--- src/assert_macros.svh ---
// ----------------------------------------------------------------------------
// Assertion macros
// Concurrent checks used by the top-level RTL file, clocked and reset-qualified.
// ----------------------------------------------------------------------------
`ifndef ASSERT_MACROS_SVH
`define ASSERT_MACROS_SVH

// Same-cycle implication
`define ASSERT_IMPL(label, clk, rst_n, ante, cons) \
    label: assert property (@(posedge clk) disable iff (!rst_n) (ante) |-> (cons)) \
        else $error("same-cycle check failed");

// Next-cycle implication
`define ASSERT_NEXT(label, clk, rst_n, ante, cons) \
    label: assert property (@(posedge clk) disable iff (!rst_n) (ante) |=> (cons)) \
        else $error("next-cycle check failed");

`endif

--- src/ppa_pkg.sv ---
// ----------------------------------------------------------------------------
// ppa_pkg
// Widths, payload types, sequencer states and control groups for the
// polygon perimeter and area block.
// ----------------------------------------------------------------------------
package ppa_pkg;

    localparam int MAX_VERTICES = 1024;
    localparam int COORD_BITS   = 16;
    localparam int FRAC_BITS    = 8;

    // Edge deltas carry one extra bit, squares and cross terms twice that
    localparam int DIFF_W  = COORD_BITS + 1;
    localparam int PROD_W  = 2 * DIFF_W;
    localparam int RAD_W   = PROD_W + 2 * FRAC_BITS;
    localparam int ROOT_W  = RAD_W / 2;
    localparam int ITER_W  = $clog2(ROOT_W);

    localparam int LEN_W   = 35;
    localparam int AREA_W  = 42;
    localparam int CROSS_W = AREA_W + 1;
    localparam int COUNT_W = 11;
    localparam int CNT_W   = $clog2(MAX_VERTICES + 1);

    typedef struct packed {
        logic signed [COORD_BITS-1:0] vertex_x;
        logic signed [COORD_BITS-1:0] vertex_y;
        logic                         last_vertex;
    } ppa_in_t;

    typedef struct packed {
        logic [LEN_W-1:0]   perimeter_q8;
        logic [AREA_W-1:0]  area_doubled;
        logic [COUNT_W-1:0] vertex_count;
        logic               overflow;
    } ppa_out_t;

    typedef enum logic [3:0] {
        ST_IDLE,
        ST_ENTER,
        ST_CHECK_LAST,
        ST_MUL_DX,
        ST_MUL_DY,
        ST_MUL_AB,
        ST_MUL_BA,
        ST_DIFF,
        ST_CSUM,
        ST_ROOT,
        ST_EMIT
    } ppa_state_t;

    // Operand pair on the shared multiplier
    typedef enum logic [1:0] {
        MS_DX,
        MS_DY,
        MS_AB,
        MS_BA
    } ppa_mul_sel_t;

    typedef struct packed {
        logic         s_ready;
        ppa_mul_sel_t mul_sel;
        logic         close_edge;
        logic         take_first;
        logic         set_ovf;
        logic         rad_load;
        logic         root_start;
        logic         cross_load;
        logic         cross_diff;
        logic         cross_acc;
        logic         len_acc;
        logic         adv_prev;
        logic         emit;
    } ppa_ctl_t;

    typedef struct packed {
        logic in_fire;
        logic item_last;
        logic closed;
        logic seen_zero;
        logic seen_full;
        logic root_busy;
        logic out_free;
    } ppa_sts_t;

endpackage

--- src/ppa_mul.sv ---
// ----------------------------------------------------------------------------
// ppa_mul
// Shared signed multiplier with a registered product; serves the squared
// deltas and both cross terms in turn.
// ----------------------------------------------------------------------------
module ppa_mul
    import ppa_pkg::*;
(
    input  logic                     aclk,
    input  logic signed [DIFF_W-1:0] op_a,
    input  logic signed [DIFF_W-1:0] op_b,
    output logic signed [PROD_W-1:0] prod
);

    logic signed [PROD_W-1:0] prod_reg;

    // Register the product for the next step
    always_ff @(posedge aclk) begin
        prod_reg <= op_a * op_b;
    end

    assign prod = prod_reg;

endmodule

--- src/ppa_sqrt.sv ---
// ----------------------------------------------------------------------------
// ppa_sqrt
// Restoring integer square root, one result bit per cycle, two radicand
// bits consumed per step.
// ----------------------------------------------------------------------------
module ppa_sqrt
    import ppa_pkg::*;
(
    input  logic              aclk,
    input  logic              aresetn,
    input  logic              start,
    input  logic [RAD_W-1:0]  radicand,
    output logic              busy,
    output logic [ROOT_W-1:0] root
);

    localparam int REM_W = ROOT_W + 2;

    logic [RAD_W-1:0]  rad_reg;
    logic [REM_W-1:0]  rem_reg;
    logic [ROOT_W-1:0] root_reg;
    logic [ITER_W-1:0] iter_reg;
    logic              busy_reg;

    logic [REM_W+1:0]  rem_sh;
    logic [REM_W+1:0]  trial;
    logic              fits;

    // Bring down the next pair and try the odd trial value
    always_comb begin
        rem_sh = {rem_reg, rad_reg[RAD_W-1 -: 2]};
        trial  = (REM_W + 2)'({root_reg, 2'b01});
        fits   = rem_sh >= trial;
    end

    // Control: busy after a start until all ROOT_W root bits are formed
    always_ff @(posedge aclk) begin
        if (!aresetn) begin
            busy_reg <= 1'b0;
            iter_reg <= '0;
        end else if (start) begin
            busy_reg <= 1'b1;
            iter_reg <= '0;
        end else if (busy_reg) begin
            iter_reg <= iter_reg + 1'b1;
            if (iter_reg == ITER_W'(ROOT_W - 1)) begin
                busy_reg <= 1'b0;
            end
        end
    end

    // Datapath: shift radicand, update remainder and root
    always_ff @(posedge aclk) begin
        if (start) begin
            rad_reg  <= radicand;
            rem_reg  <= '0;
            root_reg <= '0;
        end else if (busy_reg) begin
            rad_reg <= rad_reg << 2;
            if (fits) begin
                rem_reg  <= REM_W'(rem_sh - trial);
                root_reg <= {root_reg[ROOT_W-2:0], 1'b1};
            end else begin
                rem_reg  <= REM_W'(rem_sh);
                root_reg <= {root_reg[ROOT_W-2:0], 1'b0};
            end
        end
    end

    assign busy = busy_reg;
    assign root = root_reg;

endmodule

--- src/ppa_ctrl.sv ---
// ----------------------------------------------------------------------------
// ppa_ctrl
// Sequencer: steps each vertex through squares, root, cross terms and
// accumulation, then, in closed mode, the closing edge, and the result transfer.
// ----------------------------------------------------------------------------
module ppa_ctrl
    import ppa_pkg::*;
(
    input  logic     aclk,
    input  logic     aresetn,
    input  ppa_sts_t sts,
    output ppa_ctl_t ctl
);

    ppa_state_t state_reg, state_next;
    logic       closing_reg, closing_next;

    // Hold state and closing-edge flag
    always_ff @(posedge aclk) begin
        if (!aresetn) begin
            state_reg   <= ST_IDLE;
            closing_reg <= 1'b0;
        end else begin
            state_reg   <= state_next;
            closing_reg <= closing_next;
        end
    end

    // Next state
    always_comb begin
        state_next   = state_reg;
        closing_next = closing_reg;
        unique case (state_reg)
            ST_IDLE: begin
                if (sts.in_fire) begin
                    state_next = ST_ENTER;
                end
            end
            ST_ENTER: begin
                if (sts.seen_full || sts.seen_zero) begin
                    state_next = ST_CHECK_LAST;
                end else begin
                    state_next = ST_MUL_DX;
                end
            end
            ST_CHECK_LAST: begin
                if (!sts.item_last) begin
                    state_next = ST_IDLE;
                end else if (sts.closed) begin
                    closing_next = 1'b1;
                    state_next   = ST_MUL_DX;
                end else begin
                    state_next = ST_EMIT;
                end
            end
            ST_MUL_DX: state_next = ST_MUL_DY;
            ST_MUL_DY: state_next = ST_MUL_AB;
            ST_MUL_AB: state_next = ST_MUL_BA;
            ST_MUL_BA: state_next = ST_DIFF;
            ST_DIFF:   state_next = ST_CSUM;
            ST_CSUM:   state_next = ST_ROOT;
            ST_ROOT: begin
                if (!sts.root_busy) begin
                    state_next = closing_reg ? ST_EMIT : ST_CHECK_LAST;
                end
            end
            ST_EMIT: begin
                if (sts.out_free) begin
                    closing_next = 1'b0;
                    state_next   = ST_IDLE;
                end
            end
            default: state_next = ST_IDLE;
        endcase
    end

    // Outputs
    always_comb begin
        ctl            = '0;
        ctl.mul_sel    = MS_DX;
        ctl.close_edge = closing_reg;
        unique case (state_reg)
            ST_IDLE: ctl.s_ready = 1'b1;
            ST_ENTER: begin
                if (sts.seen_full) begin
                    ctl.set_ovf = 1'b1;
                end else if (sts.seen_zero) begin
                    ctl.take_first = 1'b1;
                end
            end
            ST_CHECK_LAST: ;
            ST_MUL_DX: ctl.mul_sel = MS_DX;
            ST_MUL_DY: begin
                ctl.mul_sel  = MS_DY;
                ctl.rad_load = 1'b1;
            end
            ST_MUL_AB: begin
                ctl.mul_sel    = MS_AB;
                ctl.root_start = 1'b1;
            end
            ST_MUL_BA: begin
                ctl.mul_sel    = MS_BA;
                ctl.cross_load = 1'b1;
            end
            ST_DIFF: ctl.cross_diff = 1'b1;
            ST_CSUM: ctl.cross_acc = 1'b1;
            ST_ROOT: begin
                ctl.len_acc  = !sts.root_busy;
                ctl.adv_prev = !sts.root_busy && !closing_reg;
            end
            ST_EMIT: ctl.emit = sts.out_free;
            default: ;
        endcase
    end

endmodule

--- src/polygon_perimeter_and_area_top.sv ---
// The first vertex of a polygon is only stored; each further vertex waits on the
// 25-step square root shared by every edge.
// A last vertex in closed mode also runs the closing edge back to the first vertex;
// the result is valid from the cycle the input is ready again.
// A new vertex is taken only once the last one is through; a stalled result holds the input off.
// Reset (aresetn, synchronous, active low) clears sums and counts, sets closed mode.
// ----------------------------------------------------------------------------
// polygon_perimeter_and_area_top
// Polygon perimeter in Q8 and doubled shoelace area from a vertex stream,
// using one shared multiplier and one iterative square-root unit.
// ----------------------------------------------------------------------------
module polygon_perimeter_and_area_top
    import ppa_pkg::*;
(
    input  logic     aclk,
    input  logic     aresetn,
    input  logic     s_valid,
    output logic     s_ready,
    input  ppa_in_t  s_data,
    output logic     m_valid,
    input  logic     m_ready,
    output ppa_out_t m_data,
    input  logic     cfg_valid,
    output logic     cfg_ready,
    input  logic     cfg_data
);

`include "assert_macros.svh"

    ppa_ctl_t ctl;
    ppa_sts_t sts;

    logic                          closed_reg;
    ppa_in_t                       item_reg;
    logic signed [COORD_BITS-1:0]  first_x_reg, first_y_reg;
    logic signed [COORD_BITS-1:0]  prev_x_reg, prev_y_reg;
    logic [CNT_W-1:0]              seen_cnt_reg;
    logic                          ovf_reg;
    logic [LEN_W-1:0]              len_sum_reg;
    logic signed [CROSS_W-1:0]     cross_sum_reg;
    logic signed [PROD_W-1:0]      cross_reg;
    logic [PROD_W-1:0]             rad_reg;
    logic                          m_valid_reg;
    ppa_out_t                      m_data_reg;

    logic signed [COORD_BITS-1:0]  bx, by;
    logic signed [DIFF_W-1:0]      ax_e, ay_e, bx_e, by_e, dx, dy;
    logic signed [DIFF_W-1:0]      op_a, op_b;
    logic signed [PROD_W-1:0]      prod;
    logic [RAD_W-1:0]              radicand;
    logic                          root_busy;
    logic [ROOT_W-1:0]             root;
    logic [LEN_W:0]                len_sum_w;
    logic [LEN_W-1:0]              len_sat;
    logic signed [CROSS_W:0]       cross_sum_w;
    logic signed [CROSS_W-1:0]     cross_sat;
    logic [CROSS_W-1:0]            area_mag;
    logic [AREA_W-1:0]             area_sat;
    logic                          in_fire;

    // Configuration register: always ready
    assign cfg_ready = 1'b1;

    always_ff @(posedge aclk) begin
        if (!aresetn) begin
            closed_reg <= 1'b1;
        end else if (cfg_valid && cfg_ready) begin
            closed_reg <= cfg_data;
        end
    end

    // Sequencer and status
    assign s_ready = ctl.s_ready;
    assign in_fire = s_valid && s_ready;

    assign sts.in_fire   = in_fire;
    assign sts.item_last = item_reg.last_vertex;
    assign sts.closed    = closed_reg;
    assign sts.seen_zero = seen_cnt_reg == '0;
    assign sts.seen_full = seen_cnt_reg == CNT_W'(MAX_VERTICES);
    assign sts.root_busy = root_busy;
    assign sts.out_free  = !m_valid_reg || m_ready;

    ppa_ctrl u_ctrl (
        .aclk    (aclk),
        .aresetn (aresetn),
        .sts     (sts),
        .ctl     (ctl)
    );

    // Edge operands: from previous vertex to new vertex or back to the first
    assign bx   = ctl.close_edge ? first_x_reg : item_reg.vertex_x;
    assign by   = ctl.close_edge ? first_y_reg : item_reg.vertex_y;
    assign ax_e = {prev_x_reg[COORD_BITS-1], prev_x_reg};
    assign ay_e = {prev_y_reg[COORD_BITS-1], prev_y_reg};
    assign bx_e = {bx[COORD_BITS-1], bx};
    assign by_e = {by[COORD_BITS-1], by};
    assign dx   = bx_e - ax_e;
    assign dy   = by_e - ay_e;

    // Select the multiplier operand pair
    always_comb begin
        unique case (ctl.mul_sel)
            MS_DX: begin
                op_a = dx;
                op_b = dx;
            end
            MS_DY: begin
                op_a = dy;
                op_b = dy;
            end
            MS_AB: begin
                op_a = ax_e;
                op_b = by_e;
            end
            MS_BA: begin
                op_a = ay_e;
                op_b = bx_e;
            end
            default: begin
                op_a = dx;
                op_b = dx;
            end
        endcase
    end

    ppa_mul u_mul (
        .aclk (aclk),
        .op_a (op_a),
        .op_b (op_b),
        .prod (prod)
    );

    // Radicand: dx^2 + dy^2 scaled to the fraction width
    assign radicand = RAD_W'(rad_reg + $unsigned(prod)) << (2 * FRAC_BITS);

    ppa_sqrt u_sqrt (
        .aclk     (aclk),
        .aresetn  (aresetn),
        .start    (ctl.root_start),
        .radicand (radicand),
        .busy     (root_busy),
        .root     (root)
    );

    // Saturating accumulators
    always_comb begin
        len_sum_w = {1'b0, len_sum_reg} + (LEN_W + 1)'(root);
        len_sat   = len_sum_w[LEN_W] ? {LEN_W{1'b1}} : len_sum_w[LEN_W-1:0];

        cross_sum_w = {cross_sum_reg[CROSS_W-1], cross_sum_reg}
                    + (CROSS_W + 1)'(cross_reg);
        if (cross_sum_w[CROSS_W] != cross_sum_w[CROSS_W-1]) begin
            cross_sat = cross_sum_w[CROSS_W] ? {1'b1, {(CROSS_W-1){1'b0}}}
                                             : {1'b0, {(CROSS_W-1){1'b1}}};
        end else begin
            cross_sat = cross_sum_w[CROSS_W-1:0];
        end

        area_mag = cross_sum_reg[CROSS_W-1] ? CROSS_W'(-cross_sum_reg)
                                            : CROSS_W'(cross_sum_reg);
        area_sat = area_mag[CROSS_W-1] ? {AREA_W{1'b1}} : area_mag[AREA_W-1:0];
    end

    // Payload registers
    always_ff @(posedge aclk) begin
        if (in_fire) begin
            item_reg <= s_data;
        end
        if (ctl.take_first) begin
            first_x_reg <= item_reg.vertex_x;
            first_y_reg <= item_reg.vertex_y;
        end
        if (ctl.take_first || ctl.adv_prev) begin
            prev_x_reg <= item_reg.vertex_x;
            prev_y_reg <= item_reg.vertex_y;
        end
        if (ctl.rad_load) begin
            rad_reg <= $unsigned(prod);
        end
        if (ctl.cross_load) begin
            cross_reg <= prod;
        end else if (ctl.cross_diff) begin
            cross_reg <= cross_reg - prod;
        end
    end

    // Per-polygon sums and count; drop them once the result is registered
    always_ff @(posedge aclk) begin
        if (!aresetn || ctl.emit) begin
            seen_cnt_reg  <= '0;
            ovf_reg       <= 1'b0;
            len_sum_reg   <= '0;
            cross_sum_reg <= '0;
        end else begin
            if (ctl.take_first) begin
                seen_cnt_reg <= CNT_W'(1);
            end else if (ctl.adv_prev) begin
                seen_cnt_reg <= seen_cnt_reg + 1'b1;
            end
            if (ctl.set_ovf) begin
                ovf_reg <= 1'b1;
            end
            if (ctl.len_acc) begin
                len_sum_reg <= len_sat;
            end
            if (ctl.cross_acc) begin
                cross_sum_reg <= cross_sat;
            end
        end
    end

    // Result register: hold until the transfer completes
    always_ff @(posedge aclk) begin
        if (!aresetn) begin
            m_valid_reg <= 1'b0;
        end else if (ctl.emit) begin
            m_valid_reg <= 1'b1;
        end else if (m_ready) begin
            m_valid_reg <= 1'b0;
        end
    end

    always_ff @(posedge aclk) begin
        if (ctl.emit) begin
            m_data_reg.perimeter_q8 <= len_sum_reg;
            m_data_reg.area_doubled <= closed_reg ? area_sat : '0;
            m_data_reg.vertex_count <= COUNT_W'(seen_cnt_reg);
            m_data_reg.overflow     <= ovf_reg;
        end
    end

    assign m_valid = m_valid_reg;
    assign m_data  = m_data_reg;

    // Checks
    `ASSERT_IMPL(a_emit_free, aclk, aresetn, ctl.emit, !m_valid_reg || m_ready)
    `ASSERT_IMPL(a_root_idle, aclk, aresetn, ctl.root_start, !root_busy)
    `ASSERT_IMPL(a_cnt_bound, aclk, aresetn, 1'b1, seen_cnt_reg <= CNT_W'(MAX_VERTICES))
    `ASSERT_IMPL(a_ovf_full, aclk, aresetn, ovf_reg, sts.seen_full)
    `ASSERT_NEXT(a_one_item, aclk, aresetn, in_fire, !s_ready)

endmodule
--- config.mk ---
export PLATFORM = sky130hd
export DESIGN_NAME = polygon_perimeter_and_area_top
export DESIGN_NICKNAME = d
export VERILOG_FILES = /design/src/ppa_pkg.sv /design/src/ppa_mul.sv /design/src/ppa_sqrt.sv /design/src/ppa_ctrl.sv /design/src/polygon_perimeter_and_area_top.sv
export VERILOG_INCLUDE_DIRS = /design/src /design/src/src
export SDC_FILE = /design/constraint.sdc
export NUM_CORES = 2
export LEC_CHECK = 0
export BUFFER_PORTS_ARGS = -buffer_cell sky130_fd_sc_hd__clkbuf_2
export CAP_MARGIN = 20
export CORE_MARGIN = 8
export CORE_UTILIZATION = 49
export CTS_CLUSTER_SIZE = 14
export DETAILED_ROUTE_END_ITERATION = 8
export GPL_ROUTABILITY_DRIVEN = 0
export PLACE_DENSITY = 0.65
export RECOVER_POWER = 100
export SLEW_MARGIN = 20
export SYNTH_ARGS = -nofsm -noshare
export SYNTH_HDL_FRONTEND = slang
export SYNTH_SLANG_ARGS = --single-unit
--- constraint.sdc ---
create_clock -name aclk -period 15.38 [get_ports aclk]
set_input_delay 1.538 -clock aclk [delete_from_list [all_inputs] [get_ports aclk]]
set_output_delay 1.538 -clock aclk [all_outputs]
set_load 0.1 [all_outputs]
# Word level (Yosys, flattened, before mapping)

Index checks and enable logic that the tools add are counted.

Bits in registers: 477
Output and inout bits: 92
Word-level logic and storage cells: 131
Input port bits: 39

Equal/unequal tests: 21
Add/subtract/negate cells: 10
$lt $le $gt $ge: 1
Mux-type cells: 47
Reduce and logical (&&, ||, !) cells: 22
Bitwise logic cells: 1
Multipliers: 1

Operators with widths:

| cell                                                            | number |
|---|---|
| 17-bit one-hot mux with 4 select lines                          | 2 |
| 43-bit two-way mux                                              | 3 |
| 50-bit two-way mux                                              | 2 |
| 34-bit two-way mux                                              | 2 |
| 43-bit by 34-bit adder with 44-bit output                       | 1 |
| 4-bit one-hot mux with 11 select lines                          | 1 |
| 43-bit negator                                                  | 1 |
| 42-bit two-way mux                                              | 1 |
| 35-bit by 25-bit adder with 36-bit output                       | 1 |
| 35-bit two-way mux                                              | 1 |
| 34-bit adder                                                    | 1 |
| 17-bit by 17-bit multiplier with 34-bit output                  | 1 |
| 16-bit by 16-bit subtractor with 17-bit output                  | 2 |
| 34-bit subtractor                                               | 1 |
| 16-bit two-way mux                                              | 2 |
| 29-bit by 27-bit greater-or-equal comparator with 1-bit output  | 1 |
| 27-bit two-way mux                                              | 1 |
| 27-bit subtractor                                               | 1 |
| 4-bit two-way mux                                               | 6 |
| 1-bit two-way mux                                               | 22 |
| 4-bit by 3-bit == test with 1-bit output, second input constant | 4 |
| 4-bit == test, second input constant                            | 3 |
| 11-bit by 1-bit adder with 11-bit output, second input constant | 1 |
| 11-bit == test, second input constant                           | 1 |
| 23 further kinds                                                | 41 |

# Logic depth before layout (Yosys ltp)

Depth after elaboration: 5
Depth in mapped cells: 44
Depth with buffers taken out: 40

# Modules after synthesis

Synthesis repeated with hierarchy kept, for this count alone.

Cell total of the unflattened synthesis: 4,130
Area total of the unflattened synthesis: 40,307.4 um^2

Modules (own cells, without submodules):

| module                         | cells each | instances | sequential area each (um^2) | area each (um^2) |
|---|---|---|---|---|
| polygon_perimeter_and_area_top | 2,247      | 1         | 9,469.1                     | 22,285.1 |
| ppa_mul                        | 1,233      | 1         | 680.7                       | 11,587.4 |
| ppa_sqrt                       | 585        | 1         | 2,662.6                     | 5,954.5 |
| ppa_ctrl                       | 65         | 1         | 100.1                       | 480.5 |

# Worst setup path before layout

OpenSTA, ideal clock, no wires.

Path kind: register to register
Start: register u_ctrl.closing_reg
End: register u_mul.prod_reg[33] (netlist: u_mul.prod[33])
Data required time: 15.308 ns
Setup time: 0.072 ns
Clock period less this slack: 9.719 ns
Arrival: 9.647 ns
Buffers on the path: 4
Setup slack: 5.661 ns
Stages on the path, launching flop included: 41
Cell sequence: dfxtp_1 clkbuf_1 buf_1 clkbuf_1 mux2i_1 ha_1 inv_1 fa_1 a21o_1 a21oi_1 o21ai_0 a21o_1 a21oi_1 o21ai_0 and4_1 or2_2 xor2_1 o22ai_1 (+5 left out) fa_1 fa_1 inv_1 fa_1 inv_1 ha_1 o21ai_0 nand2_1 a31o_2 a41oi_1 nand2_1 a31oi_1 nor3_1 nor2_1 a21oi_1 a21o_1 a21oi_1 xnor2_1

Word-level cells in the longest chain between the ends: 4
Elaborated cells on any way between the ends: 7
Classes of those cells: add/sub (2); mul (1); mux (4)

RTL lines:

| what                                                                     | line                                                                       | text |
|---|---|---|
| from (decl)                                                              | ppa_ctrl.sv:16                                                             | `logic closing_reg, closing_next;` |
| from (signal assigned)                                                   | ppa_ctrl.sv:25                                                             | `closing_reg <= closing_next;` |
| 16-bit two-way mux, on equally long branches                             | polygon_perimeter_and_area_top.sv:93, polygon_perimeter_and_area_top.sv:92 |  |
| 16-bit by 16-bit subtractor with 17-bit output, on equally long branches | polygon_perimeter_and_area_top.sv:99, polygon_perimeter_and_area_top.sv:98 |  |
| 17-bit one-hot mux with 4 select lines                                   | polygon_perimeter_and_area_top.sv:103                                      | `unique case (ctl.mul_sel)` |
| 17-bit by 17-bit multiplier with 34-bit output *                         | ppa_mul.sv:19                                                              | `prod_reg <= op_a * op_b;` |
| to (signal assigned)                                                     | ppa_mul.sv:19                                                              |  |
| to (decl)                                                                | ppa_mul.sv:15                                                              | `logic signed [PROD_W-1:0] prod_reg;` |

Every way passes the cells marked *; elsewhere a longest branch is shown, timed or not.
A chain may end at the register's enable or synchronous reset.

# Worst setup path in the final report

Start: register u_ctrl.state_reg[1]
End: register u_mul.prod_reg[32] (netlist: u_mul.prod[32])

Word-level cells in the longest chain between the ends: 5
Elaborated cells on any way between the ends: 11
Classes of those cells: mul (1); eq/ne (6); mux (3); reduce/logical (1)

RTL lines:

| what                                             | line                                  | text |
|---|---|---|
| from (decl)                                      | ppa_ctrl.sv:15                        | `ppa_state_t state_reg, state_next;` |
| from (signal assigned)                           | ppa_ctrl.sv:24                        | `state_reg <= state_next;` |
| 4-bit by 3-bit == test with 1-bit output         | ppa_ctrl.sv:82                        | `unique case (state_reg)` |
| 2-bit one-hot mux with 3 select lines *          | ppa_ctrl.sv:82                        |  |
| 2-bit == test, or another cell as far along      | polygon_perimeter_and_area_top.sv:103 |  |
| 17-bit one-hot mux with 4 select lines           | polygon_perimeter_and_area_top.sv:103 |  |
| 17-bit by 17-bit multiplier with 34-bit output * | ppa_mul.sv:19                         |  |

Marks and branches as above.

==> out/metrics.yaml <==
sta:
  hold_viol: 0
  post-route-min-period_ps: 11240
  fmax_mhz: 88.96
  tns_ps: 0
  finalCritPeriodShare_pct: 73.09
  rsz0062_at_grt: "false"
  max_slew_margin_pct: -125.9
  fin_ws_ps: 4138
  maxSlewViolCount: 685
  whs_ps: 448.5
  setup_viol: 0
  clock_skew_ps: 44.98
  max_slew.worst_pin.slew_ps: 3389
detailed_routing:
  drt.antenna.violating_nets: 0
  vias: 28831
  wl_met3_um: 4345
  drcViolationCount: 0
  wl_per_cell_um: 17.18
  drt-total-wl_um: 89980
  drt_iter0_markers: 1802
  vias_per_cell: 5.503
  first_pass_iters: 7
  highest_layer: "met4"
  met1_length_um: 41720
  dr_wl_met2_um: 41220
cells_and_area:
  layout-drive-gt1-share_pct: 5.347
  n_antenna_cell: 0
  nFillCells: 7256
  nets: 4771
  multi_input_area_mm2: 0.02388
  seq_area_mm2: 0.01244
  largest_reg_flops: 89
  syn_to_final_growth_pct: 8.437
critical_path:
  end_kind: "flop"
  worst_ep_arrival_time_ps: 11760
  path_delay_family: "adder cells"
  timing.critical_path.buf_inv: 7
  crit_path_max_fanout: 53
  cp.required_ps: 15900
  crit_path_top_delay_cell: "clkbuf_1"
  cp_common_cell: "fa_1"
  crit_type: "reg -> reg"
  startpoint_type: "flop"
  max_stage_delay_ps: 1930
placed_design:
  io_buffers: 129
  preCtsSetupSlack_ps: 5223
  hpwl_um: 69330
clocking:
  cts_max_path_buffers: 3
  cts_resized: 0
  cts_root_buf: "clkbuf_16"
  path_clk_slew_ps: 60
  clk_latency_ps: 630
  post_cts_buffers: 0
  cts_hold_buf: 0
  numCtsBuffers: 51
  cts_tree: "yes"
  numClockSinks: 477
  htreeDepth: 2
die:
  die-area_mm2: 0.08827
  ios: 131
  die_h_um: 297.1
  die_w_um: 297.1
  coreArea_mm2: 0.07861
  start_util_pct: 49.26
  num_rows: 103
global_routing:
  track_usage_pct: 20.21
  globalRoute.totalOverflow: 0
  antenna_found_initial: 0
  grt_pass1_wl_um: 150000
  grt_pass1_vias: 28945
  grt_max_degree: 86
logic_synthesis:
  synth_area_leader_cell: "edfxtp_1"
  syn_area_mm2: 0.03872
  synth-seq-area-share_pct: 32.11
  ys.flop_type: "edfxtp_1"
  synth_edf_count: 288
  synth_top_area_share_pct: 22.33
  syn-num-nets: 4694
  synth_seq_cells: 477
  synthArstFlopShare_pct: 0
  synth_area_per_cell_um2: 9.516
  synth_area_leaders: "edfxtp_1, fa_1, dfxtp_1"
  ys_types: 85
  ys_warn_count: 0
  synthCells: 4069
run_status:
  violations: "max-capacitance violations, max-slew violations"
  outcome: "complete, but fails checks"
worst_hold_path:
  hold_class: "reg -> reg"
run:
  cap_violations: 17
through the flow:
stage          cells  area (µm²)  util [%]
2_1_floorplan   4069       38720         -
3_3_place_gp    5142       40460     51.47
3_5_place_dp    5142       40460     51.47
4_1_cts         5238       42250     53.75
5_1_grt         5239       41990     53.41
6_report        5239       41990     53.41
kinds of logic (layout without fill, tap and decap cells):
kind of cell | count (synthesis) | after routing | share of synthesized area (%)
simple gates | 1037 | 1037 | 12.64
compound gates | 994 | 994 | 15.95
fa+ha+maj | 628 | 628 | 25.88
buf+inv | 626 | 746 | 6.182
flops | 477 | 477 | 32.11
xor+xnor | 239 | 239 | 5.406
mux | 67 | 67 | 1.832
other cells | 1 | 1 | 0.009685
cells in the final DEF, fill, tap and decap left out, types with 11 or more instances in the layout:
cell	instances
mux2_2	31
nor2b_1	57
nand3_1	46
o31ai_1	23
a31oi_1	28
edfxtp_1	288
o211ai_1	11
clkbuf_2	37
o21bai_1	23
buf_4	21
dfxtp_1	188
xnor2_1	103
o22ai_1	12
nand2_1	330
nor2_1	310
nand4_1	18
and2_1	27
clkbuf_16	51
inv_1	480
clkbuf_1	121
ha_1	284
nand2b_1	57
a211oi_1	23
or2_2	18
a21oi_1	298
o21a_1	28
or3_1	28
o21ai_0	274
xor2_1	135
nand3b_1	11
maj3_1	42
a21boi_0	49
a21o_1	105
and3_1	25
a221o_1	14
nor3_1	49
fa_1	302
mux2i_1	36
a221oi_1	19
metal layers:
metal | up-vias | track usage [%]
met3 | 166 | 2.677
met2 | 659 | 33.82
met1 | 13863 | 27.27
met4 | 0 | 5.994
met5 | - | 0
li1 | 14143 | -
worst paths after layout:
kind                                         start                      to  slack (ps)  cells past startpoint
setup / recovery  u_ctrl.state_reg[1]$_SDFFE_PN0P_  u_mul.prod[32]$_DFF_P_        4140                     29
hold / removal                ovf_reg$_SDFFE_PP0P_     m_data[0]$_DFFE_PP_         450                      0
hold reg to reg               ovf_reg$_SDFFE_PP0P_     m_data[0]$_DFFE_PP_         450                      0
setup reg to reg  u_ctrl.state_reg[1]$_SDFFE_PN0P_  u_mul.prod[32]$_DFF_P_        4140                     29
synth_stat cells (all sizes together), types with 105 or more instances:
| master | instances |
|---|---|
| fa | 302 |
| inv | 481 |
| nor2 | 312 |
| nand2 | 331 |
| edfxtp | 288 |
| xor2 | 135 |
| a21oi | 299 |
| dfxtp | 189 |
| ha | 284 |
| clkbuf | 121 |
| o21ai | 280 |
| a21o | 105 |
layout make-up:
cell class | count | share of cell area (%)
Timing Repair Buffer | 169 | 1.809
Clock inverter | 33 | 1.064
Inverter | 481 | 4.303
Multi-Input combinational cell | 2966 | 56.88
Clock buffer | 63 | 3.194
Sequential cell | 477 | 29.62
Tap cell | 1050 | 3.129
Power is not shown: default switching activity piles up to over one toggle a cycle in this logic, so the estimate is an artifact.
